File: src/c3z_pkg.sv
// Shared constants, register indexes and transaction types for the 3x3 convolution core.
// No dependencies; every other file imports this package.
package c3z_pkg;

   localparam int MAX_WIDTH      = 1024;
   localparam int MAX_HEIGHT     = 1024;
   localparam int ADDR_BITS      = $clog2(MAX_WIDTH);
   localparam int DIM_BITS       = 11;
   localparam int POS_BITS       = 21;
   localparam int COORD_BITS     = 10;
   localparam int SAMPLE_BITS    = 16;
   localparam int COEF_BITS      = 16;
   localparam int COEF_FRAC      = COEF_BITS - 4;
   localparam int KERNEL_SIZE    = 3;
   localparam int TAPS           = KERNEL_SIZE * KERNEL_SIZE;
   localparam int PROD_BITS      = SAMPLE_BITS + COEF_BITS;
   localparam int ROW_SUM_BITS   = PROD_BITS + 2;
   localparam int SUM_BITS       = PROD_BITS + 4;
   localparam int RND_BITS       = SUM_BITS + 1 - COEF_FRAC;
   localparam int RES_BITS       = 24;
   localparam int CSR_INDEX_BITS = 3;
   localparam int CSR_DATA_BITS  = 48;
   localparam int FIFO_DEPTH     = 8;
   localparam int FIFO_PTR_BITS  = $clog2(FIFO_DEPTH);
   localparam int PEND_BITS      = $clog2(FIFO_DEPTH + 1);

   localparam logic [CSR_INDEX_BITS-1:0] REG_IMAGE_WIDTH     = 3'd0;
   localparam logic [CSR_INDEX_BITS-1:0] REG_IMAGE_HEIGHT    = 3'd1;
   localparam logic [CSR_INDEX_BITS-1:0] REG_COEF_ROW_TOP    = 3'd2;
   localparam logic [CSR_INDEX_BITS-1:0] REG_COEF_ROW_MID    = 3'd3;
   localparam logic [CSR_INDEX_BITS-1:0] REG_COEF_ROW_BOTTOM = 3'd4;

   typedef logic [KERNEL_SIZE-1:0][CSR_DATA_BITS-1:0] coef_type;

   typedef struct packed {
      logic                   valid;
      logic [SAMPLE_BITS-1:0] sample;
      logic [ADDR_BITS-1:0]   addr;
      logic                   produce;
      logic [COORD_BITS-1:0]  col;
      logic [COORD_BITS-1:0]  row;
      logic                   last;
      logic [TAPS-1:0]        mask;
   } item_type;

   typedef struct packed {
      logic                 en;
      logic [ADDR_BITS-1:0] addr;
   } clear_type;

   typedef struct packed {
      logic                   valid;
      logic [SAMPLE_BITS-1:0] top;
      logic [SAMPLE_BITS-1:0] mid;
      logic [SAMPLE_BITS-1:0] sample;
   } line_type;

   typedef struct packed {
      logic [COORD_BITS-1:0] col;
      logic [COORD_BITS-1:0] row;
      logic                  last;
   } tag_type;

   typedef struct packed {
      logic                valid;
      logic [RES_BITS-1:0] result;
      tag_type             tag;
   } out_type;

   typedef struct packed {
      logic                 can_take;
      logic [PEND_BITS-1:0] pend;
   } fifo_stat_type;

endpackage

File: src/c3z_if.sv


interface c3z_rsp_if;
   import c3z_pkg::*;
   logic                  valid;
   logic                  ready;
   logic [RES_BITS-1:0]   result;
   logic [COORD_BITS-1:0] col;
   logic [COORD_BITS-1:0] row;
   logic                  frame_last;
   modport source (output valid, result, col, row, frame_last, input ready);
   modport sink   (input valid, result, col, row, frame_last, output ready);
endinterface


File: src/c3z_out_fifo.sv
// Result queue with credit count: holds finished results and bounds accepted items
// so the queue never overflows. Depends on c3z_pkg and c3z_if.
module c3z_out_fifo (
   input  logic                   clock,
   input  logic                   reset,
   input  c3z_pkg::out_type       push,
   input  logic                   reserve,
   c3z_rsp_if.source              rsp_chan,
   output c3z_pkg::fifo_stat_type stat
);
   import c3z_pkg::*;

   out_type                  ram_ff [FIFO_DEPTH];
   logic [FIFO_PTR_BITS-1:0] wr_ptr_ff;
   logic [FIFO_PTR_BITS-1:0] rd_ptr_ff;
   logic [PEND_BITS-1:0]     count_ff, count_in;
   logic [PEND_BITS-1:0]     pend_ff, pend_in;
   logic                     pop;
   out_type                  head;

   assign head           = ram_ff[rd_ptr_ff];
   assign rsp_chan.valid = count_ff != '0;
   assign rsp_chan.result     = head.result;
   assign rsp_chan.col        = head.tag.col;
   assign rsp_chan.row        = head.tag.row;
   assign rsp_chan.frame_last = head.tag.last;
   assign pop = rsp_chan.valid && rsp_chan.ready;

   assign stat.can_take = pend_ff < PEND_BITS'(FIFO_DEPTH);
   assign stat.pend     = pend_ff;

   always_comb begin
      case ({push.valid, pop})
         2'b10:   count_in = count_ff + PEND_BITS'(1);
         2'b01:   count_in = count_ff - PEND_BITS'(1);
         default: count_in = count_ff;
      endcase
      case ({reserve, pop})
         2'b10:   pend_in = pend_ff + PEND_BITS'(1);
         2'b01:   pend_in = pend_ff - PEND_BITS'(1);
         default: pend_in = pend_ff;
      endcase
   end

   always_ff @(posedge clock) begin
      if (reset) begin
         wr_ptr_ff <= '0;
         rd_ptr_ff <= '0;
         count_ff  <= '0;
         pend_ff   <= '0;
      end else begin
         count_ff <= count_in;
         pend_ff  <= pend_in;
         if (push.valid) begin
            wr_ptr_ff <= wr_ptr_ff + FIFO_PTR_BITS'(1);
         end
         if (pop) begin
            rd_ptr_ff <= rd_ptr_ff + FIFO_PTR_BITS'(1);
         end
      end
   end

   always_ff @(posedge clock) begin
      if (push.valid) begin
         ram_ff[wr_ptr_ff] <= push;
      end
   end

endmodule

File: src/flat_wrapper.sv
// flat-port wrapper written by rule: the top's interface ports become plain ports
module c3z_out_fifo_flat import c3z_pkg::*;
  (clock, reset, push, reserve, stat, rsp_chan_valid, rsp_chan_result, rsp_chan_col, rsp_chan_row, rsp_chan_frame_last, rsp_chan_ready);
  c3z_rsp_if rsp_chan_i ();
  input  logic clock;
  input  logic reset;
  input  c3z_pkg::out_type push;
  input  logic reserve;
  output c3z_pkg::fifo_stat_type stat;
  output wire logic [$bits(rsp_chan_i.valid)-1:0] rsp_chan_valid;
  output wire logic [$bits(rsp_chan_i.result)-1:0] rsp_chan_result;
  output wire logic [$bits(rsp_chan_i.col)-1:0] rsp_chan_col;
  output wire logic [$bits(rsp_chan_i.row)-1:0] rsp_chan_row;
  output wire logic [$bits(rsp_chan_i.frame_last)-1:0] rsp_chan_frame_last;
  input wire logic [$bits(rsp_chan_i.ready)-1:0] rsp_chan_ready;
  assign rsp_chan_valid = rsp_chan_i.valid;
  assign rsp_chan_result = rsp_chan_i.result;
  assign rsp_chan_col = rsp_chan_i.col;
  assign rsp_chan_row = rsp_chan_i.row;
  assign rsp_chan_frame_last = rsp_chan_i.frame_last;
  assign rsp_chan_i.ready = rsp_chan_ready;
  c3z_out_fifo u_core (.clock(clock), .reset(reset), .push(push), .reserve(reserve), .rsp_chan(rsp_chan_i), .stat(stat));
endmodule
File: config.mk
export PLATFORM = sky130hd
export DESIGN_NAME = c3z_out_fifo_flat
export DESIGN_NICKNAME = d
export VERILOG_FILES = /design/src/c3z_pkg.sv /design/src/c3z_if.sv /design/src/c3z_out_fifo.sv /design/src/flat_wrapper.sv
export SDC_FILE = /design/constraint.sdc
export NUM_CORES = 1
export LEC_CHECK = 0
export BUFFER_PORTS_ARGS = -buffer_cell sky130_fd_sc_hd__buf_2
export CORE_MARGIN = 1
export CORE_UTILIZATION = 25
export DETAILED_ROUTE_END_ITERATION = 7
export SYNTH_ARGS = -nofsm -noshare
export SYNTH_HDL_FRONTEND = slang
export SYNTH_SLANG_ARGS = --single-unit
File: constraint.sdc
create_clock -name clock -period 5.5 [get_ports clock]
set_input_delay 0.55 -clock clock [delete_from_list [all_inputs] [get_ports clock]]
set_output_delay 0.55 -clock clock [all_outputs]
set_load 0.02 [all_outputs]
After elaboration in Yosys (flattened, before gate mapping)
Memories as Yosys holds them, arrays and structs flattened. A register that Yosys moved wholly into a read port is not among the register bits.
Index checks and enable logic that the tools add are counted.
{"block": "totals", "mem_bits_rw": 368, "output_inout_bits": 51, "elab_cells": 26, "input_bits": 50, "register_bits": 14, "n_memories": 1}
{"name": "u_core.ram_ff", "words": 8, "word_bits": 46, "read_ports": 1, "rd_ports_with_merged_regs": 1, "wr": 1, "line_no": "c3z_out_fifo.sv:13", "source": "out_type ram_ff [FIFO_DEPTH];"}
{"block": "op_classes", "reduce_logical": 4, "order_cmp": 1, "n_addsub": 6, "eq_ne": 4, "n_mux": 6}
{"operator": "$pmux W4 S2", "count": 2}
{"operator": "$add A4 B1 Y4 const B", "count": 2}
{"operator": "$sub A4 B1 Y4 const B", "count": 2}
{"operator": "$add A3 B1 Y3 const B", "count": 2}
{"operator": "$mux W3", "count": 2}
{"operator": "$eq A2 B1 Y1 const B", "count": 2}
{"operator": "$eq A2 B2 Y1 const B", "count": 2}
{"operator": "$lt A4 B4 Y1 const B", "count": 1}
{"operator": "$reduce_bool A2 Y1", "count": 2}
{"operator": "$reduce_bool A4 Y1", "count": 1}
{"operator": "$mux W1", "count": 2}
{"operator": "$logic_and A1 B1 Y1", "count": 1}

Depth between registers and ports, before layout
{"block": "logic_depth", "ltp_word": 4, "mapped_depth": 10, "depth_no_buf": 10}

Worst setup path after synthesis
OpenSTA, ideal clock, no wires.
{"block": "synth_path", "kind": "input to register", "start": "in push[45] (netlist name)", "end": "mem u_core.ram_ff[0][0] (netlist name) (enable)", "path_slack_ns": 1.257, "path_stages": 2, "arrival_ns": 3.739, "setup_ns": 0.503, "path_buffers": 0, "required_ns": 4.997, "cell_sequence": "nand2b_1 > nor3_1"}
{"block": "synth_between", "elab_chain_cells": 2}
{"item": "from (decl)", "line_no": "flat_wrapper.sv:7", "source": "input c3z_pkg::out_type push;"}
{"item": "$mux W1", "line_no": "c3z_out_fifo.sv:64", "source": "if (push.valid) begin"}
{"item": "$mux W1 (implied by the code)", "line_no": "c3z_out_fifo.sv:65", "source": "ram_ff[wr_ptr_ff] <= push;"}
{"item": "to (decl)", "line_no": "c3z_out_fifo.sv:13"}
Every way passes these cells.

==> out/results.tsv <==
metric	value	unit
Nets	806	
DP HPWL	16700	um
Final min period	3.62	ns
register bit total from synthesis	377	
Inserted Diodes	0	
Cell Rows	88	
post-route ant nets	0	
CP Class	reg2out	
Syn Nets	680	
most common flop cell mapped by yosys	edfxtp_1	
Synth-to-Final Area Change	17.7	%
Die Area	59900	um^2
Worst Setup End Kind	output pin	
first-pass GRT wire length	44700	um
largest net degree at the start of global routing	48	
Achievable Freq	0.276	GHz
final setup TNS	0	ns
Post-CTS Setup Inserts	0	
I/O Pins	101	
Leak	5.64	nW
clock slew at reported path FFs	0.06	ns
Setup-failing EPs final	0	
Arr. time, crit path	3.07	ns
final wirelength	30200	um
# hold bufs at CTS	0	
Initial Utilization	25.4	%
GRT Residual Overflow	0	
gr usage total	10.1	%
worst hold slack	0.274	ns
PortBufs	100	
post-CTS resize count	0	
asr flop ratio synth	0	%
FILL cells	5673	
TritonCTS buffer count	40	
wire per inst	19.6	um
DRC Markers	0	
vias	6621	
vias in the first global route	7048	
Worst Path Max Fanout	43	
pwr dens	404	nW/um^2
width of the die	245	um
final worst path period share	65.8	%
count of final hold-check violations	0	
CTS H-Tree Depth	2	
CTS sink count	377	
Post-synth EDFFs	360	
synthesized area	14700	um^2
clk root buf	clkbuf_16	
Slew Limit Fails	0	
CTS max path bufs	3	
die height	245	um
CTS tree	yes	
maxcap violations	0	
Vias/cell	4.29	
required time of the critical path	4.95	ns
FF+latch area	11200	um^2
Multi-input gate area	3440	um^2
antenna violations before repair	2	
Max Clock Skew	0.0176	ns
Relative slew margins	29.3	%
syn_area_per_cell	23.7	um^2
RSZ-0062 raised after global routing	false	
Synth Warn #	0	
Critical Path Source Type	flop	
Mapped Cells	622	
Worst Max-Slew Pin Slew	1.06	ns
Netlist cell types	27	
CORE AREA	57900	um^2
share of layout cells above drive strength 1	28.9	%
drt first pass iters	4	
Power Total	7.01	mW
status	complete, no violations	
post-synthesis sequential area ratio	75.7	%
Worst VDD drop	0.219	mV
clk_lat worst skew	0.55	ns
DR iter-0 viols	306	
placer congestion estimate	0.676	
worst min path class	in2reg	
==> where the power goes <==
group / internal (mW) / total (mW) / switching, mW
combinational: 0.593 / 1.18 / 0.592
sequential: 3.24 / 3.37 / 0.131
clock: 1.37 / 2.46 / 1.08
==> layout by cell type, fill, tap and decap left out <==
cell        netlist  layout
nor2_4            0       6
nand2_1           6       6
inv_1             5       5
buf_4             0      11
nand3_1           3       3
o21ai_0           3       3
nor4b_1           1       1
mux4_1           90      90
clkinv_4          0       3
a21o_1            1       1
clkbuf_16         0      41
dfxtp_4           0       3
clkinvlp_4        0       1
a21oi_1           8       8
mux2_2           47      47
mux2i_1           3       3
buf_2             0     100
dfxtp_1          17      14
clkbuf_1          7       8
xnor2_1           1       1
nor2b_1           4       4
clkinv_2          0       8
nor3_2            0       2
edfxtp_1        360     360
nor2_1           18      12
ha_1              8       8
inv_6             0       3
o32ai_1           1       1
a31oi_1           2       2
clkinv_1          0       8
or3_1             3       3
xor2_1            8       8
or4_1             1       1
nand2b_1          3       3
==> routing by layer <==
layer | global-route usage (%) | share of wire, %
met5 | 0 | 0.040
met4 | 3.46 | 2.1
met3 | 2.34 | 4.3
met2 | 16.8 | 49
met1 | 13.0 | 45
==> state kept, by name (all words and copies together) (netlist names), named ones only <==
register and cells:
u_core.wr_ptr_ff 3, u_core.ram_ff 360, u_core.pend_ff 4, u_core.rd_ptr_ff 3, u_core.count_ff 4
==> path summary, 6_finish.rpt <==
check	slack, ns	depth (start not counted)	to	from
setup / recovery	1.88	4	rsp_chan_col[9]	flop
hold / removal	0.27	1	u_core.ram_ff[6][44]	push[44]
setup reg to reg	2.89	7	u_core.count_ff[3]	u_core.count_ff[0]
hold reg to reg	0.50	2	flop	u_core.rd_ptr_ff[1]
==> final cells by class <==
type                       count  area share (%)
multi-input combinational    213            19.8
tap                          765            5.52
sequential                   377            64.4
clock inverter                23           0.750
inverter                       5           0.108
timing repair buffer         111            3.36
clock buffer                  49            6.09
==> stage by stage <==
stage	instances	area, um^2	setup WS (ns)	utilization, %
2_1_floorplan	622	14700	1.26	-
5_1_grt	1543	17300	1.72	29.9
3_5_place_dp	1471	16200	2.39	27.9
4_1_cts	1543	17300	1.78	29.9
3_3_place_gp	1471	16200	2.40	27.9
6_report	1543	17300	1.88	29.9
==> cell families (layout without fill, tap and decap cells) <==
group | after synthesis | after routing | synth area share, %
AND/OR/NAND/NOR | 41 | 41 | 1.32
AO/OA/AOI/OAI | 15 | 15 | 0.569
buffers and inverters | 32 | 188 | 1.34
adder cells (fa/ha/maj) | 8 | 8 | 0.680
XOR/XNOR | 9 | 9 | 0.535
multiplexers | 140 | 140 | 19.9
flip-flops | 377 | 377 | 75.7
==> cells in the mapped netlist (all sizes together), types with 4 or more instances <==
cell type  instances  area share, %
edfxtp           360             73
clkbuf             9           0.25
mux2              47            3.6
buf               18           0.97
nor2              18           0.46
xor2               8           0.48
mux4              90             16
nor2b              4           0.17
dfxtp             17            2.3
nand2              6           0.15
ha                 8           0.68
inv                5           0.13
a21oi              8           0.27
==> worst max-delay path: stages, from the launching register on <==
cell and delay (ns):
dfxtp_4 0.88, buf_4 0.53, mux4_1 0.62, mux2_2 0.29
buf_2 0.16
Note: power is estimated with default switching activity, not from simulation.
