File: src/c3z_pkg.sv
// Shared constants, register indexes and transaction types for the 3x3 convolution core.
// No dependencies; every other file imports this package.
package c3z_pkg;

   localparam int MAX_WIDTH      = 1024;
   localparam int MAX_HEIGHT     = 1024;
   localparam int ADDR_BITS      = $clog2(MAX_WIDTH);
   localparam int DIM_BITS       = 11;
   localparam int POS_BITS       = 21;
   localparam int COORD_BITS     = 10;
   localparam int SAMPLE_BITS    = 16;
   localparam int COEF_BITS      = 16;
   localparam int COEF_FRAC      = COEF_BITS - 4;
   localparam int KERNEL_SIZE    = 3;
   localparam int TAPS           = KERNEL_SIZE * KERNEL_SIZE;
   localparam int PROD_BITS      = SAMPLE_BITS + COEF_BITS;
   localparam int ROW_SUM_BITS   = PROD_BITS + 2;
   localparam int SUM_BITS       = PROD_BITS + 4;
   localparam int RND_BITS       = SUM_BITS + 1 - COEF_FRAC;
   localparam int RES_BITS       = 24;
   localparam int CSR_INDEX_BITS = 3;
   localparam int CSR_DATA_BITS  = 48;
   localparam int FIFO_DEPTH     = 8;
   localparam int FIFO_PTR_BITS  = $clog2(FIFO_DEPTH);
   localparam int PEND_BITS      = $clog2(FIFO_DEPTH + 1);

   localparam logic [CSR_INDEX_BITS-1:0] REG_IMAGE_WIDTH     = 3'd0;
   localparam logic [CSR_INDEX_BITS-1:0] REG_IMAGE_HEIGHT    = 3'd1;
   localparam logic [CSR_INDEX_BITS-1:0] REG_COEF_ROW_TOP    = 3'd2;
   localparam logic [CSR_INDEX_BITS-1:0] REG_COEF_ROW_MID    = 3'd3;
   localparam logic [CSR_INDEX_BITS-1:0] REG_COEF_ROW_BOTTOM = 3'd4;

   typedef logic [KERNEL_SIZE-1:0][CSR_DATA_BITS-1:0] coef_type;

   typedef struct packed {
      logic                   valid;
      logic [SAMPLE_BITS-1:0] sample;
      logic [ADDR_BITS-1:0]   addr;
      logic                   produce;
      logic [COORD_BITS-1:0]  col;
      logic [COORD_BITS-1:0]  row;
      logic                   last;
      logic [TAPS-1:0]        mask;
   } item_type;

   typedef struct packed {
      logic                 en;
      logic [ADDR_BITS-1:0] addr;
   } clear_type;

   typedef struct packed {
      logic                   valid;
      logic [SAMPLE_BITS-1:0] top;
      logic [SAMPLE_BITS-1:0] mid;
      logic [SAMPLE_BITS-1:0] sample;
   } line_type;

   typedef struct packed {
      logic [COORD_BITS-1:0] col;
      logic [COORD_BITS-1:0] row;
      logic                  last;
   } tag_type;

   typedef struct packed {
      logic                valid;
      logic [RES_BITS-1:0] result;
      tag_type             tag;
   } out_type;

   typedef struct packed {
      logic                 can_take;
      logic [PEND_BITS-1:0] pend;
   } fifo_stat_type;

endpackage

File: src/c3z_if.sv
// Valid/ready channel interfaces: sample input, result output and register write port.
// Depends on c3z_pkg.
interface c3z_req_if;
   import c3z_pkg::*;
   logic                   valid;
   logic                   ready;
   logic [SAMPLE_BITS-1:0] sample;
   logic                   flush;
   modport source (output valid, sample, flush, input ready);
   modport sink   (input valid, sample, flush, output ready);
endinterface


interface c3z_csr_if;
   import c3z_pkg::*;
   logic                      valid;
   logic                      ready;
   logic [CSR_INDEX_BITS-1:0] index;
   logic [CSR_DATA_BITS-1:0]  data;
   modport source (output valid, index, data, input ready);
   modport sink   (input valid, index, data, output ready);
endinterface

File: src/c3z_ctrl.sv
// Control: registers, raster position, border masks, line-store clear and position re-split.
// Depends on c3z_pkg and c3z_if.
module c3z_ctrl (
   input  logic                  clock,
   input  logic                  reset,
   c3z_req_if.sink               req_chan,
   c3z_csr_if.sink               csr_chan,
   input  c3z_pkg::fifo_stat_type fifo_stat,
   output c3z_pkg::item_type     item,
   output c3z_pkg::clear_type    clr,
   output c3z_pkg::coef_type     coefs
);
   import c3z_pkg::*;

   localparam logic [1:0] ST_CLEAR  = 2'd0;
   localparam logic [1:0] ST_DIVIDE = 2'd1;
   localparam logic [1:0] ST_RUN    = 2'd2;

   localparam int STEP_BITS = $clog2(POS_BITS + 3);
   localparam logic [STEP_BITS-1:0] STEP_LOAD = '0;
   localparam logic [STEP_BITS-1:0] STEP_DIV_END = STEP_BITS'(POS_BITS);
   localparam logic [STEP_BITS-1:0] STEP_MUL = STEP_BITS'(POS_BITS + 1);

   logic [1:0]              state_ff, state_in;
   logic [STEP_BITS-1:0]    step_ff, step_in;
   logic [ADDR_BITS-1:0]    clr_addr_ff, clr_addr_in;
   logic [DIM_BITS-1:0]     width_reg_ff, width_reg_in;
   logic [DIM_BITS-1:0]     height_reg_ff, height_reg_in;
   coef_type                coef_ff, coef_in;
   logic [DIM_BITS-1:0]     w_ff, w_in;
   logic [DIM_BITS-1:0]     h_ff, h_in;
   logic [POS_BITS-1:0]     total_ff, total_in;
   logic [POS_BITS-1:0]     totw_ff, totw_in;
   logic [DIM_BITS-1:0]     rem_ff, rem_in;
   logic [POS_BITS-1:0]     dvd_ff, dvd_in;
   logic [POS_BITS-1:0]     pos_ff, pos_in;
   logic [ADDR_BITS-1:0]    col_ff, col_in;
   logic [POS_BITS-1:0]     row_ff, row_in;

   logic                    csr_wr;
   logic                    dim_wr;
   logic                    accept;
   logic [DIM_BITS-1:0]     w_clamp;
   logic [DIM_BITS-1:0]     h_clamp;
   logic [DIM_BITS:0]       trial;
   logic                    sub_ok;
   logic [2*DIM_BITS-1:0]   area;
   logic                    pos_end;
   logic                    produce;
   logic [DIM_BITS-1:0]     x;
   logic [POS_BITS-1:0]     y;
   logic [KERNEL_SIZE-1:0]  row_ok;
   logic [KERNEL_SIZE-1:0]  col_ok;
   logic [TAPS-1:0]         mask;

   assign csr_chan.ready = 1'b1;
   assign csr_wr = csr_chan.valid && csr_chan.ready;
   assign dim_wr = csr_wr && (csr_chan.index == REG_IMAGE_WIDTH ||
                              csr_chan.index == REG_IMAGE_HEIGHT);
   assign req_chan.ready = (state_ff == ST_RUN) && fifo_stat.can_take;
   assign accept = req_chan.valid && req_chan.ready;

   always_comb begin
      if (width_reg_ff == '0) begin
         w_clamp = DIM_BITS'(1);
      end else if (width_reg_ff > DIM_BITS'(MAX_WIDTH)) begin
         w_clamp = DIM_BITS'(MAX_WIDTH);
      end else begin
         w_clamp = width_reg_ff;
      end
      if (height_reg_ff == '0) begin
         h_clamp = DIM_BITS'(1);
      end else if (height_reg_ff > DIM_BITS'(MAX_HEIGHT)) begin
         h_clamp = DIM_BITS'(MAX_HEIGHT);
      end else begin
         h_clamp = height_reg_ff;
      end
   end

   assign trial  = {rem_ff, dvd_ff[POS_BITS-1]};
   assign sub_ok = trial >= {1'b0, w_ff};
   assign area   = w_ff * h_ff;

   // output (x,y) belongs to the position one row and one column back
   assign pos_end = pos_ff >= totw_ff;
   assign produce = (pos_ff > POS_BITS'(w_ff)) && (pos_ff <= totw_ff);
   assign x = (col_ff == '0) ? w_ff - DIM_BITS'(1) : DIM_BITS'(col_ff) - DIM_BITS'(1);
   assign y = (col_ff == '0) ? row_ff - POS_BITS'(2) : row_ff - POS_BITS'(1);

   assign row_ok[0] = y != '0;
   assign row_ok[1] = 1'b1;
   assign row_ok[2] = y < POS_BITS'(h_ff - DIM_BITS'(1));
   assign col_ok[0] = x != '0;
   assign col_ok[1] = 1'b1;
   assign col_ok[2] = x < w_ff - DIM_BITS'(1);

   always_comb begin
      for (int r = 0; r < KERNEL_SIZE; r++) begin
         for (int c = 0; c < KERNEL_SIZE; c++) begin
            mask[r*KERNEL_SIZE+c] = row_ok[r] & col_ok[c];
         end
      end
   end

   always_comb begin
      item.valid   = accept;
      item.sample  = req_chan.flush ? '0 : req_chan.sample;
      item.addr    = col_ff;
      item.produce = produce;
      item.col     = x[COORD_BITS-1:0];
      item.row     = y[COORD_BITS-1:0];
      item.last    = pos_ff == totw_ff;
      item.mask    = mask;
      clr.en       = state_ff == ST_CLEAR;
      clr.addr     = clr_addr_ff;
   end

   assign coefs = coef_ff;

   always_comb begin
      state_in      = state_ff;
      step_in       = step_ff;
      clr_addr_in   = clr_addr_ff;
      width_reg_in  = width_reg_ff;
      height_reg_in = height_reg_ff;
      coef_in       = coef_ff;
      w_in          = w_ff;
      h_in          = h_ff;
      total_in      = total_ff;
      totw_in       = totw_ff;
      rem_in        = rem_ff;
      dvd_in        = dvd_ff;
      pos_in        = pos_ff;
      col_in        = col_ff;
      row_in        = row_ff;

      if (csr_wr) begin
         unique case (csr_chan.index)
            REG_IMAGE_WIDTH:     width_reg_in  = csr_chan.data[DIM_BITS-1:0];
            REG_IMAGE_HEIGHT:    height_reg_in = csr_chan.data[DIM_BITS-1:0];
            REG_COEF_ROW_TOP:    coef_in[0]    = csr_chan.data;
            REG_COEF_ROW_MID:    coef_in[1]    = csr_chan.data;
            REG_COEF_ROW_BOTTOM: coef_in[2]    = csr_chan.data;
            default: ;
         endcase
      end

      unique case (state_ff)
         ST_CLEAR: begin
            clr_addr_in = clr_addr_ff + ADDR_BITS'(1);
            if (clr_addr_ff == ADDR_BITS'(MAX_WIDTH - 1)) begin
               state_in = ST_DIVIDE;
               step_in  = STEP_LOAD;
            end
         end
         ST_DIVIDE: begin
            step_in = step_ff + STEP_BITS'(1);
            if (step_ff == STEP_LOAD) begin
               w_in   = w_clamp;
               h_in   = h_clamp;
               dvd_in = pos_ff;
               rem_in = '0;
            end else if (step_ff <= STEP_DIV_END) begin
               rem_in = sub_ok ? DIM_BITS'(trial - {1'b0, w_ff}) : trial[DIM_BITS-1:0];
               dvd_in = {dvd_ff[POS_BITS-2:0], sub_ok};
            end else if (step_ff == STEP_MUL) begin
               total_in = area[POS_BITS-1:0];
               col_in   = rem_ff[ADDR_BITS-1:0];
               row_in   = dvd_ff;
            end else begin
               totw_in  = total_ff + POS_BITS'(w_ff);
               state_in = ST_RUN;
            end
         end
         ST_RUN: begin
            if (accept) begin
               if (pos_end) begin
                  pos_in = '0;
                  col_in = '0;
                  row_in = '0;
               end else begin
                  pos_in = pos_ff + POS_BITS'(1);
                  if (DIM_BITS'(col_ff) == w_ff - DIM_BITS'(1)) begin
                     col_in = '0;
                     row_in = row_ff + POS_BITS'(1);
                  end else begin
                     col_in = col_ff + ADDR_BITS'(1);
                  end
               end
            end
         end
         default: state_in = ST_CLEAR;
      endcase

      // a new frame size re-splits the current position
      if (dim_wr && state_ff != ST_CLEAR) begin
         state_in = ST_DIVIDE;
         step_in  = STEP_LOAD;
      end
   end

   always_ff @(posedge clock) begin
      if (reset) begin
         state_ff      <= ST_CLEAR;
         step_ff       <= STEP_LOAD;
         clr_addr_ff   <= '0;
         width_reg_ff  <= DIM_BITS'(MAX_WIDTH);
         height_reg_ff <= DIM_BITS'(MAX_HEIGHT);
         coef_ff       <= '0;
         w_ff          <= DIM_BITS'(MAX_WIDTH);
         h_ff          <= DIM_BITS'(MAX_HEIGHT);
         total_ff      <= POS_BITS'(MAX_WIDTH * MAX_HEIGHT);
         totw_ff       <= POS_BITS'(MAX_WIDTH * MAX_HEIGHT + MAX_WIDTH);
         pos_ff        <= '0;
         col_ff        <= '0;
         row_ff        <= '0;
      end else begin
         state_ff      <= state_in;
         step_ff       <= step_in;
         clr_addr_ff   <= clr_addr_in;
         width_reg_ff  <= width_reg_in;
         height_reg_ff <= height_reg_in;
         coef_ff       <= coef_in;
         w_ff          <= w_in;
         h_ff          <= h_in;
         total_ff      <= total_in;
         totw_ff       <= totw_in;
         pos_ff        <= pos_in;
         col_ff        <= col_in;
         row_ff        <= row_in;
      end
   end

   always_ff @(posedge clock) begin
      rem_ff <= rem_in;
      dvd_ff <= dvd_in;
   end

endmodule

File: src/flat_wrapper.sv
// flat-port wrapper written by rule: the top's interface ports become plain ports
module c3z_ctrl_flat import c3z_pkg::*;
  (clock, reset, fifo_stat, item, clr, coefs, req_chan_valid, req_chan_sample, req_chan_flush, req_chan_ready, csr_chan_valid, csr_chan_index, csr_chan_data, csr_chan_ready);
  c3z_req_if req_chan_i ();
  c3z_csr_if csr_chan_i ();
  input  logic clock;
  input  logic reset;
  input  c3z_pkg::fifo_stat_type fifo_stat;
  output c3z_pkg::item_type item;
  output c3z_pkg::clear_type clr;
  output c3z_pkg::coef_type coefs;
  input wire logic [$bits(req_chan_i.valid)-1:0] req_chan_valid;
  input wire logic [$bits(req_chan_i.sample)-1:0] req_chan_sample;
  input wire logic [$bits(req_chan_i.flush)-1:0] req_chan_flush;
  output wire logic [$bits(req_chan_i.ready)-1:0] req_chan_ready;
  input wire logic [$bits(csr_chan_i.valid)-1:0] csr_chan_valid;
  input wire logic [$bits(csr_chan_i.index)-1:0] csr_chan_index;
  input wire logic [$bits(csr_chan_i.data)-1:0] csr_chan_data;
  output wire logic [$bits(csr_chan_i.ready)-1:0] csr_chan_ready;
  assign req_chan_i.valid = req_chan_valid;
  assign req_chan_i.sample = req_chan_sample;
  assign req_chan_i.flush = req_chan_flush;
  assign req_chan_ready = req_chan_i.ready;
  assign csr_chan_i.valid = csr_chan_valid;
  assign csr_chan_i.index = csr_chan_index;
  assign csr_chan_i.data = csr_chan_data;
  assign csr_chan_ready = csr_chan_i.ready;
  c3z_ctrl u_core (.clock(clock), .reset(reset), .req_chan(req_chan_i), .csr_chan(csr_chan_i), .fifo_stat(fifo_stat), .item(item), .clr(clr), .coefs(coefs));
endmodule
File: config.mk
export PLATFORM = sky130hd
export DESIGN_NAME = c3z_ctrl_flat
export DESIGN_NICKNAME = d
export VERILOG_FILES = /design/src/c3z_pkg.sv /design/src/c3z_if.sv /design/src/c3z_ctrl.sv /design/src/flat_wrapper.sv
export SDC_FILE = /design/constraint.sdc
export NUM_CORES = 1
export LEC_CHECK = 0
export BUFFER_PORTS_ARGS = -buffer_cell sky130_fd_sc_hd__clkbuf_2
export CAP_MARGIN = 15
export CORE_MARGIN = 1
export CORE_UTILIZATION = 45
export DETAILED_ROUTE_END_ITERATION = 12
export GPL_ROUTABILITY_DRIVEN = 0
export GPL_TIMING_DRIVEN = 1
export HOLD_SLACK_MARGIN = 0.08
export SLEW_MARGIN = 20
export SYNTH_ARGS = -nofsm -noshare
export SYNTH_HDL_FRONTEND = slang
export SYNTH_SLANG_ARGS = --single-unit
File: constraint.sdc
create_clock -name clock -period 13.7 [get_ports clock]
set_clock_uncertainty 0.05 [all_clocks]
set_input_delay 1.37 -clock clock [delete_from_list [all_inputs] [get_ports clock]]
set_output_delay 1.37 -clock clock [all_outputs]
set_load 0.02 [all_outputs]
Word-level counts from Yosys, hierarchy flattened
Index checks and enable logic that the tools add are counted.
Cells by class
  add/sub/neg operators: 12
  multiply operators: 1
  $lt $le $gt $ge: 9
  equality and inequality tests: 22
  mux-type cells: 34
  bitwise operators: 8
  reductions and logical operators: 34
Operators by type and width (number)
  $mux 21: 10
  $mux 11: 7
  $mux 10: 6
  $add 21x1->21 const B: 2
  $pmux 21 s2: 1
  $gt 11x11->1 const B: 2
  $logic_not 11->1: 2
  $add 21x11->21: 1
  $eq 21x21->1: 1
  $ge 21x21->1: 1
  $gt 21x11->1: 1
  $le 21x21->1: 1
  $lt 21x21->1: 1
  $mul 11x11->21: 1
  $reduce_bool 21->1: 1
  $sub 21x1->21 const B: 1
  $sub 21x2->21 const B: 1
  $add 10x1->10 const B: 2
  $pmux 10 s2: 1
  $reduce_and 2->1: 9
  $mux 16: 1
  $reduce_and 5->1: 3
  $ge 12x11->1: 1
  $sub 11x1->12 const B: 1
  37 further kinds: 62
Storage, ports and cells
  flip-flop bits (word level): 331
  word-level logic and storage cells: 138

Depth between registers and ports, before layout
Gate-level depths: netlist of the first run.
  depth after elaboration: 6
  depth in mapped cells: 22
  gate-level depth less buffers: 20

Worst setup path after synthesis of the first run
No wires, ideal clock.
  path type: register to register
  from: reg u_core.w_ff[5]
  to: reg u_core.total_ff[19]
  setup time: 132 ps
  arrival time: 5421 ps
  data required time: 13518 ps
  slack: 8097 ps
  cell stages (with the launch flop): 21
  path buffers: 2
  clock period less this slack: 5603 ps
  cell sequence: dfxtp_1 clkbuf_1 clkbuf_1 nand2_1 fa_1 fa_1 fa_1 inv_1 fa_1 inv_1 fa_1 inv_1 ha_1 a21oi_1 a21boi_0 o221a_2 o311ai_0 a21oi_1 xor2_1 nand2_1 a21oi_1
On the way
  longest elaborated chain between the ends: 1
Ends and longest elaborated chain
  start: declaration: RTL line c3z_ctrl.sv:30  | logic [DIM_BITS-1:0] w_ff, w_in;
  start signal: assignment: RTL line c3z_ctrl.sv:210  | w_ff <= DIM_BITS'(MAX_WIDTH);
  start signal: assignment: RTL line c3z_ctrl.sv:224  | w_ff <= w_in;
  $mul 11x11->21: RTL line c3z_ctrl.sv:82  | assign area = w_ff * h_ff;
  end signal: assignment: RTL line c3z_ctrl.sv:212  | total_ff <= POS_BITS'(MAX_WIDTH * MAX_HEIGHT);
  end signal: assignment: RTL line c3z_ctrl.sv:226  | total_ff <= total_in;
  end: declaration: RTL line c3z_ctrl.sv:32  | logic [POS_BITS-1:0] total_ff, total_in;
Every way passes these cells.
A chain may end at the register's enable or synchronous reset.

Worst setup path in the final report of the first run
  from: reg u_core.w_ff[0]
  to: reg u_core.total_ff[19]
Same word-level chain as after synthesis.

==> flow_metrics.py, run 1 <==
metrics = {
    "status": {
        "status": "complete, no violations",
    },
    "synth": {
        "synth_seq_cells": 331,
        "yosysSeqAreaShare_pct": 33.0,
        "yosys-top-cells-area": "dfxtp_1 (28%), ha_1 (9.3%), nand2_1 (9.1%)",
        "synth.avg_cell_area_um2": 8.10,
        "synth_edf_count": 32,
        "yosysWarnings": 0,
        "synth_top_area_cell": "dfxtp_1",
        "syn_area_mm2": 0.0211,
        "yosysTopAreaCellShare_pct": 28.4,
        "synthFlopType": "dfxtp_1",
        "netlist_instances": 2601,
        "synthArstFlopShare_pct": 0,
        "yosysUniqueCellTypes": 75,
    },
    "timing": {
        "finalMaxSlewViolations": 0,
        "maxSlewHeadroom_pct": 28.3,
        "setup_viol": 0,
        "tightest_slew_ns": 1.08,
        "min_period_ns": 6.55,
        "fin_crit_sh_pct": 47.8,
        "layout_setup_ws_ns": 7.15,
        "rsz0062_at_grt": "false",
        "hold_viol": 0,
        "tns_ns": 0,
        "fmax_mhz": 153,
    },
    "cells_and_area": {
        "fin_util_pct": 52.6,
        "fill_cells": 4366,
        "nets": 3104,
        "final_area_mm2": 0.0241,
        "drive_gt1_share_pct": 15.0,
        "antenna_cells": 0,
        "multi_input_area_mm2": 0.0129,
        "final-seq-area_mm2": 0.00695,
        "syn_to_final_growth_pct": 14.2,
    },
    "route": {
        "vias": 18901,
        "wl_mm": 63.2,
        "routedWlPerCell_um": 18.5,
        "drt-pass1-iter-count": 7,
        "antenna_left": 0,
        "post-route-drc-count": 0,
        "avgViaCountPerCell": 5.53,
        "drtIter0Drc": 1085,
    },
    "power_and_ir_drop": {
        "p_leak_nw": 10.3,
        "finalPower_w": 0.00209,
        "p_per_area_mw_per_mm2": 86.9,
        "ir_drop_uv": 108,
    },
    "die": {
        "io_pins": 292,
        "initial_core_util_pct": 46.0,
        "rows": 78,
        "dieArea_mm2": 0.0477,
        "die_h_um": 218,
        "dieWidth_um": 218,
        "fp.coreArea_mm2": 0.0458,
    },
    "critical_path": {
        "cp.required_ns": 14.13,
        "critPathKind": "reg -> reg",
        "cp-end-kind": "register",
        "critPathMaxFanout": 20,
        "crit_path_start_kind": "register",
        "cp.arrival_ns": 6.98,
    },
    "clocking": {
        "htree_levels": 2,
        "cts.clk_slew.worst_paths_ns": 0.06,
        "cts_buffers": 37,
        "cts_buffer_depth": 3,
        "cts_setup_buffers": 0,
        "cts_tree": "built",
        "cts_hold_buf": 0,
        "clk_latency_ns": 0.56,
        "clockRootBuffer": "clkbuf_16",
        "cts.sinks": 331,
        "ctsResizeCount": 0,
    },
    "grt": {
        "grt_max_degree": 95,
        "grt_pass1_wl_mm": 100,
        "gr-total-overflow": 0,
        "grt_usage_pct": 26.4,
        "first_global_vias": 18448,
        "antenna_found_initial": 0,
    },
    "placement": {
        "dpl_worst_slack_ns": 7.27,
        "numPortBuffers": 285,
        "dpl_cell_area_mm2": 0.0228,
        "dp.final_hpwl_mm": 46.2,
    },
    "run": {
        "drv_cap": 0,
    },
    "min_path": {
        "hp-class": "reg -> reg",
    },
}
## flip-flops by register name (all words and copies together) (netlist names)
| name | cells |
|---|---|
| u_core.totw_ff | 21 |
| u_core.state_ff | 2 |
| u_core.pos_ff | 21 |
| u_core.rem_ff | 11 |
| u_core.h_ff | 11 |
| u_core.dvd_ff | 21 |
| u_core.col_ff | 10 |
| u_core.coefs | 144 |
| u_core.height_reg_ff | 11 |
| u_core.width_reg_ff | 11 |
| u_core.row_ff | 21 |
| u_core.clr_addr_ff | 10 |
| u_core.step_ff | 5 |
| u_core.w_ff | 11 |
| u_core.total_ff | 21 |
## where the power goes
| group | internal (W) | leakage (nW) | switching (W) |
|---|---|---|---|
| clock network | 0.000584 | 0.616 | 0.000419 |
| registers | 0.000987 | 2.71 | 0.00000753 |
| logic | 0.0000271 | 6.94 | 0.0000668 |
| total | 0.00160 | 10.3 | 0.000494 |
## metal layers
layer / global-route usage, % / wire length [µm]
met1: 34.3 / 27600
met2: 43.2 / 29200
met3: 6.57 / 4820
met4: 7.39 / 1560
met5: 0 / 0
## metrics by stage
step | instances | hold WS [ns]
6_report | 3416 | 0.403
5_1_grt | 3416 | 0.412
4_1_cts | 3416 | 0.403
3_5_place_dp | 3351 | 0.395
3_3_place_gp | 3351 | 0.392
2_1_floorplan | 2602 | 0.382
## logic make-up after synthesis
kind of cell / count (synthesis) / share of synthesized area (%)
xor+xnor: 120 / 5.32
flops: 331 / 33.0
compound gates: 500 / 14.0
buf+inv: 322 / 5.88
mux: 36 / 1.85
other cells: 1 / 0.0178
simple gates: 1054 / 23.0
fa+ha+maj: 237 / 17.0
## worst paths after layout
kind                                   startpoint                  end  slack (ns)  depth (start not counted)
worst max-delay path               u_core.w_ff[0]  u_core.total_ff[19]        7.15                         18
worst max register to register     u_core.w_ff[0]  u_core.total_ff[19]        7.15                         18
worst min-delay path            u_core.totw_ff[7]    u_core.totw_ff[7]        0.40                          2
worst min register to register  u_core.totw_ff[7]    u_core.totw_ff[7]        0.40                          2
## cell usage after synthesis (10+ instances only)
cell        n
dfxtp_1   299
mux2i_1    13
nand2_1   513
o21a_1     17
or4_1      12
fa_1       81
a22oi_1    11
o22ai_1    10
nor2_1    181
nand2b_1   10
inv_1     163
o21ai_0    64
edfxtp_1   32
nand3_1    64
and3_1     22
a211oi_1   24
nor4_1     22
nand4_1    28
a31oi_1    11
nor3_1     37
and2_1     60
a21o_1     13
xor2_1     50
o31ai_1    13
nor3b_1    13
nor2b_1    34
clkbuf_1  148
mux2_2     23
or3_1      28
ha_1      156
xnor2_1    65
a21oi_1   275
or2_2      12
## final cells by class
type                    count  share of cell area [%]
multi-input cells        1949                    53.7
flip-flops and latches    331                    28.9
repair buffers            307                    6.65
clock buffers              51                    4.58
well taps                 600                    3.12
inverters                 164                    2.56
clock inverters            14                   0.520
## cells in the final DEF (no fill, tap or decap), types with 11 or more instances in the layout
master,count
nand2_1,512
dfxtp_1,299
clkbuf_2,284
a21oi_1,275
nor2_1,180
inv_1,163
ha_1,156
fa_1,81
xnor2_1,65
o21ai_0,64
nand3_1,62
and2_1,60
xor2_1,50
clkbuf_16,39
nor3_1,37
nor2b_1,33
edfxtp_1,32
or3_1,28
nand4_1,28
a211oi_1,24
mux2_2,23
nor4_1,22
buf_4,22
and3_1,20
o21a_1,17
o31ai_1,13
nor3b_1,13
mux2i_1,13
a21o_1,13
or4_1,12
or2_2,11
a31oi_1,11
a22oi_1,11
## worst max-delay path, cell delays in order, from the launching register on
cell and delay, ns:
dfxtp_1 1.00, nand2_1 0.20, fa_1 0.55, fa_1 0.54, inv_1 0.05, fa_1 0.50, fa_1 0.54, inv_1 0.05
fa_1 0.54, inv_1 0.07, ha_1 0.25, nor4_1 0.30, inv_1 0.09, o221a_2 0.26, o311ai_0 0.86, a21oi_1 0.18
xor2_1 0.22, nand2_1 0.08, a21oi_1 0.15
(Power assumes the default switching activity.)
==> run 2: changes to the inputs <==
ABC_AREA = 1   (was not set)
PLACE_DENSITY = 0.67   (was not set)
clock period = 5.6 ns   (was 13.7 ns; I/O delays follow)
==> run 2 against run 1 <==
Design area up 6.9%. Final cell count increased by 19%. Non-clock buffer count grew 16. Wire length is 0.61% higher. Sequential cell count stayed put. Global-route usage shrank 1.4 points. Register-to-register slack worse by 6.8 ns. Core utilization decreased by 0.23 points. Synthesized cell count grew 22%. First-iteration DRC count grew 12%. Critical path depth grew 1. Critical path type unchanged. Critical endpoint is now u_core.total_ff[16].
==> flow_metrics.py, run 2 <==
metrics = {
    "timing": {
        "min_period_ns": 5.25,
        "layout_setup_ws_ns": 0.347,
        "finalMaxSlewViolations": 0,
        "tns_ns": 0,
        "maxSlewHeadroom_pct": 35.0,
        "rsz0062_at_grt": "false",
        "fmax_mhz": 190,
        "tightest_slew_ns": 0.975,
        "setup_viol": 0,
        "hold_viol": 0,
        "fin_crit_sh_pct": 93.8,
    },
    "route": {
        "drt-pass1-iter-count": 5,
        "wl_mm": 63.6,
        "drtIter0Drc": 1217,
        "vias": 20774,
        "antenna_left": 0,
        "avgViaCountPerCell": 5.09,
        "post-route-drc-count": 0,
        "routedWlPerCell_um": 15.6,
    },
    "critical_path": {
        "cp.required_ns": 6.05,
        "critPathKind": "reg -> reg",
        "cp_cell_sequence": "nand2_1 -> fa_1 -> fa_1 -> inv_1 -> fa_1 -> fa_1 -> inv_1 -> fa_1 -> inv_1 -> ha_1 -> nand2_1 -> nor2_1 -> inv_1 -> o21ai_0 -> a21oi_1 -> or2_2 -> nand3_1 -> o211ai_1 -> inv_1",
        "cp-end-kind": "register",
        "worst-r2r-cell-count": 19,
        "cp_slowest_cell": "fa_1",
        "critPathMaxFanout": 7,
        "rr_startpoint": "u_core.w_ff[1]",
        "cpPeakStageDelay_ns": 0.55,
        "crit_path_start_kind": "register",
        "cp.arrival_ns": 5.71,
        "startpoint": "u_core.w_ff[1]",
    },
    "cells_and_area": {
        "final_cell_mix": "nand2_1 (524), inv_1 (464), nor2_1 (459)",
        "fin_util_pct": 52.3,
        "final_area_mm2": 0.0257,
        "nets": 3698,
        "drive_gt1_share_pct": 13.4,
        "layout_commonest_cell": "nand2_1",
        "fin_cells": 4080,
        "largest_reg_flops": 144,
        "fill_cells": 4912,
        "syn_to_final_growth_pct": 14.0,
    },
    "clocking": {
        "cts_buffer_depth": 3,
        "cts_tree": "built",
        "clk_latency_ns": 0.56,
        "clockRootBuffer": "clkbuf_16",
        "cts_buffers": 39,
        "ctsResizeCount": 0,
        "cts.sinks": 331,
        "htree_levels": 2,
        "cts_setup_buffers": 0,
        "cts_hold_buf": 0,
        "cts.clk_slew.worst_paths_ns": 0.06,
    },
    "synth": {
        "netlist_instances": 3182,
        "synthFlopType": "dfxtp_1",
        "yosysUniqueCellTypes": 59,
        "synth_common_cells": "nand2_1 (525), inv_1 (464), nor2_1 (459)",
        "synth_top_area_cell": "dfxtp_1",
        "synth_seq_cells": 331,
        "yosysWarnings": 0,
        "synthMostInstantiatedCell": "nand2_1",
        "yosysSeqAreaShare_pct": 30.8,
        "synth_edf_count": 32,
        "syn_area_mm2": 0.0226,
        "yosysTopAreaCellShare_pct": 26.5,
        "yosys-top-cells-area": "dfxtp_1 (27%), nand2_1 (8.7%), ha_1 (8.7%)",
        "synthArstFlopShare_pct": 0,
        "synth.avg_cell_area_um2": 7.09,
    },
    "power_and_ir_drop": {
        "seq_power_share_pct": 44.3,
        "swShare_pct": 26.6,
        "combPwrFrac_pct": 10.7,
        "ir_drop_uv": 228,
        "power.share.clock_pct": 45.0,
        "p_leak_nw": 12.6,
        "p_int_w": 0.00417,
        "switchingPower_w": 0.00151,
        "p_per_area_mw_per_mm2": 221,
    },
    "grt": {
        "first_global_vias": 19569,
        "gr-total-overflow": 0,
        "grt_max_degree": 107,
        "grt_usage_pct": 25.0,
        "antenna_found_initial": 2,
        "grt_pass1_wl_mm": 102,
    },
    "placement": {
        "dp.cells": 4007,
        "dp.final_hpwl_mm": 47.2,
        "dpl_cell_area_mm2": 0.0244,
        "dpl_worst_slack_ns": 0.324,
        "numPortBuffers": 285,
    },
    "die": {
        "io_pins": 292,
        "rows": 81,
        "dieArea_mm2": 0.0510,
        "dieWidth_um": 226,
        "fp.coreArea_mm2": 0.0492,
        "initial_core_util_pct": 45.9,
        "die_h_um": 226,
    },
    "min_path": {
        "hp-class": "in -> reg",
        "whs_path_depth": 3,
        "worst_hold_startpoint": "csr_chan_data[37]",
    },
    "run": {
        "drv_cap": 0,
    },
    "status": {
        "status": "complete, no violations",
    },
}
run 2: cell count changes in the layout (fill, tap and decap cells not counted), moves of 23 or more:
cell,before,now
inv_1,163,464
o21ai_0,64,310
a21oi_1,275,206
nor2b_1,33,0
nand3_1,62,127
xor2_1,50,80
xnor2_1,65,27
nor2_1,180,459
mux2_2,23,0
and2_1,60,0
or3_1,28,1
run 2: final cells by class:
| cell class | count | area [µm²] | share of cell area, % |
|---|---|---|---|
| diodes | 2 | 5.00 | 0.0195 |
| clock buffers | 57 | 1130 | 4.41 |
| clock inverters | 14 | 140 | 0.545 |
| inverters | 472 | 1780 | 6.91 |
| multi-input cells | 2217 | 13200 | 51.2 |
| flip-flops and latches | 331 | 6950 | 27.0 |
| well taps | 664 | 831 | 3.23 |
| repair buffers | 323 | 1710 | 6.65 |
run 2: logic make-up after synthesis:
kind of cell	synth area share, %
simple gates	23.5
other cells	0.0166
buf+inv	11.0
flops	30.8
compound gates	14.4
fa+ha+maj	15.8
xor+xnor	4.43
run 2: worst paths after layout:
check             slack (ns)             endpoint
setup reg to reg        0.35  u_core.total_ff[16]
hold reg to reg         0.40     u_core.coefs[85]
hold / removal          0.23    u_core.coefs[133]
setup / recovery        0.35  u_core.total_ff[16]
run 2: power by group through the flow:
stage                     registers [W]  clock network [W]  logic [W]
after floorplan                 0.00260                  0   0.000362
after global placement          0.00256                  0   0.000609
after detailed placement        0.00256                  0   0.000610
after CTS                       0.00251            0.00261   0.000612
after global routing            0.00252            0.00270   0.000683
final                           0.00251            0.00256   0.000610
run 2: worst max-delay path: cells and delay by family, from the launching register on:
family                   cells  cell delay, ns
adder cells (fa/ha/maj)      6            2.99
AND/OR/NAND/NOR              5            0.81
AO/OA/AOI/OAI                3            0.54
flip-flops                   1            0.50
buffers and inverters        5            0.30
run 2: metal layers:
| layer | share of wire (%) | global-route usage, % | routed length (µm) | vias up |
|---|---|---|---|---|
| met1 | 45 | 32.2 | 28400 | 9532 |
| met4 | 2.5 | 7.55 | 1580 | 0 |
| met2 | 45 | 41.4 | 28900 | 576 |
| met3 | 7.3 | 5.54 | 4650 | 94 |
| li1 | - | - | - | 10572 |
| met5 | 0 | 0 | 0 | - |
run 2: stage by stage:
| step | power, W | hold WS (ns) |
|---|---|---|
| after detailed placement | 0.00317 | 0.389 |
| after CTS | 0.00573 | 0.212 |
| final | 0.00568 | 0.231 |
| after floorplan | 0.00296 | 0.383 |
| after global placement | 0.00317 | 0.382 |
| after global routing | 0.00590 | 0.238 |
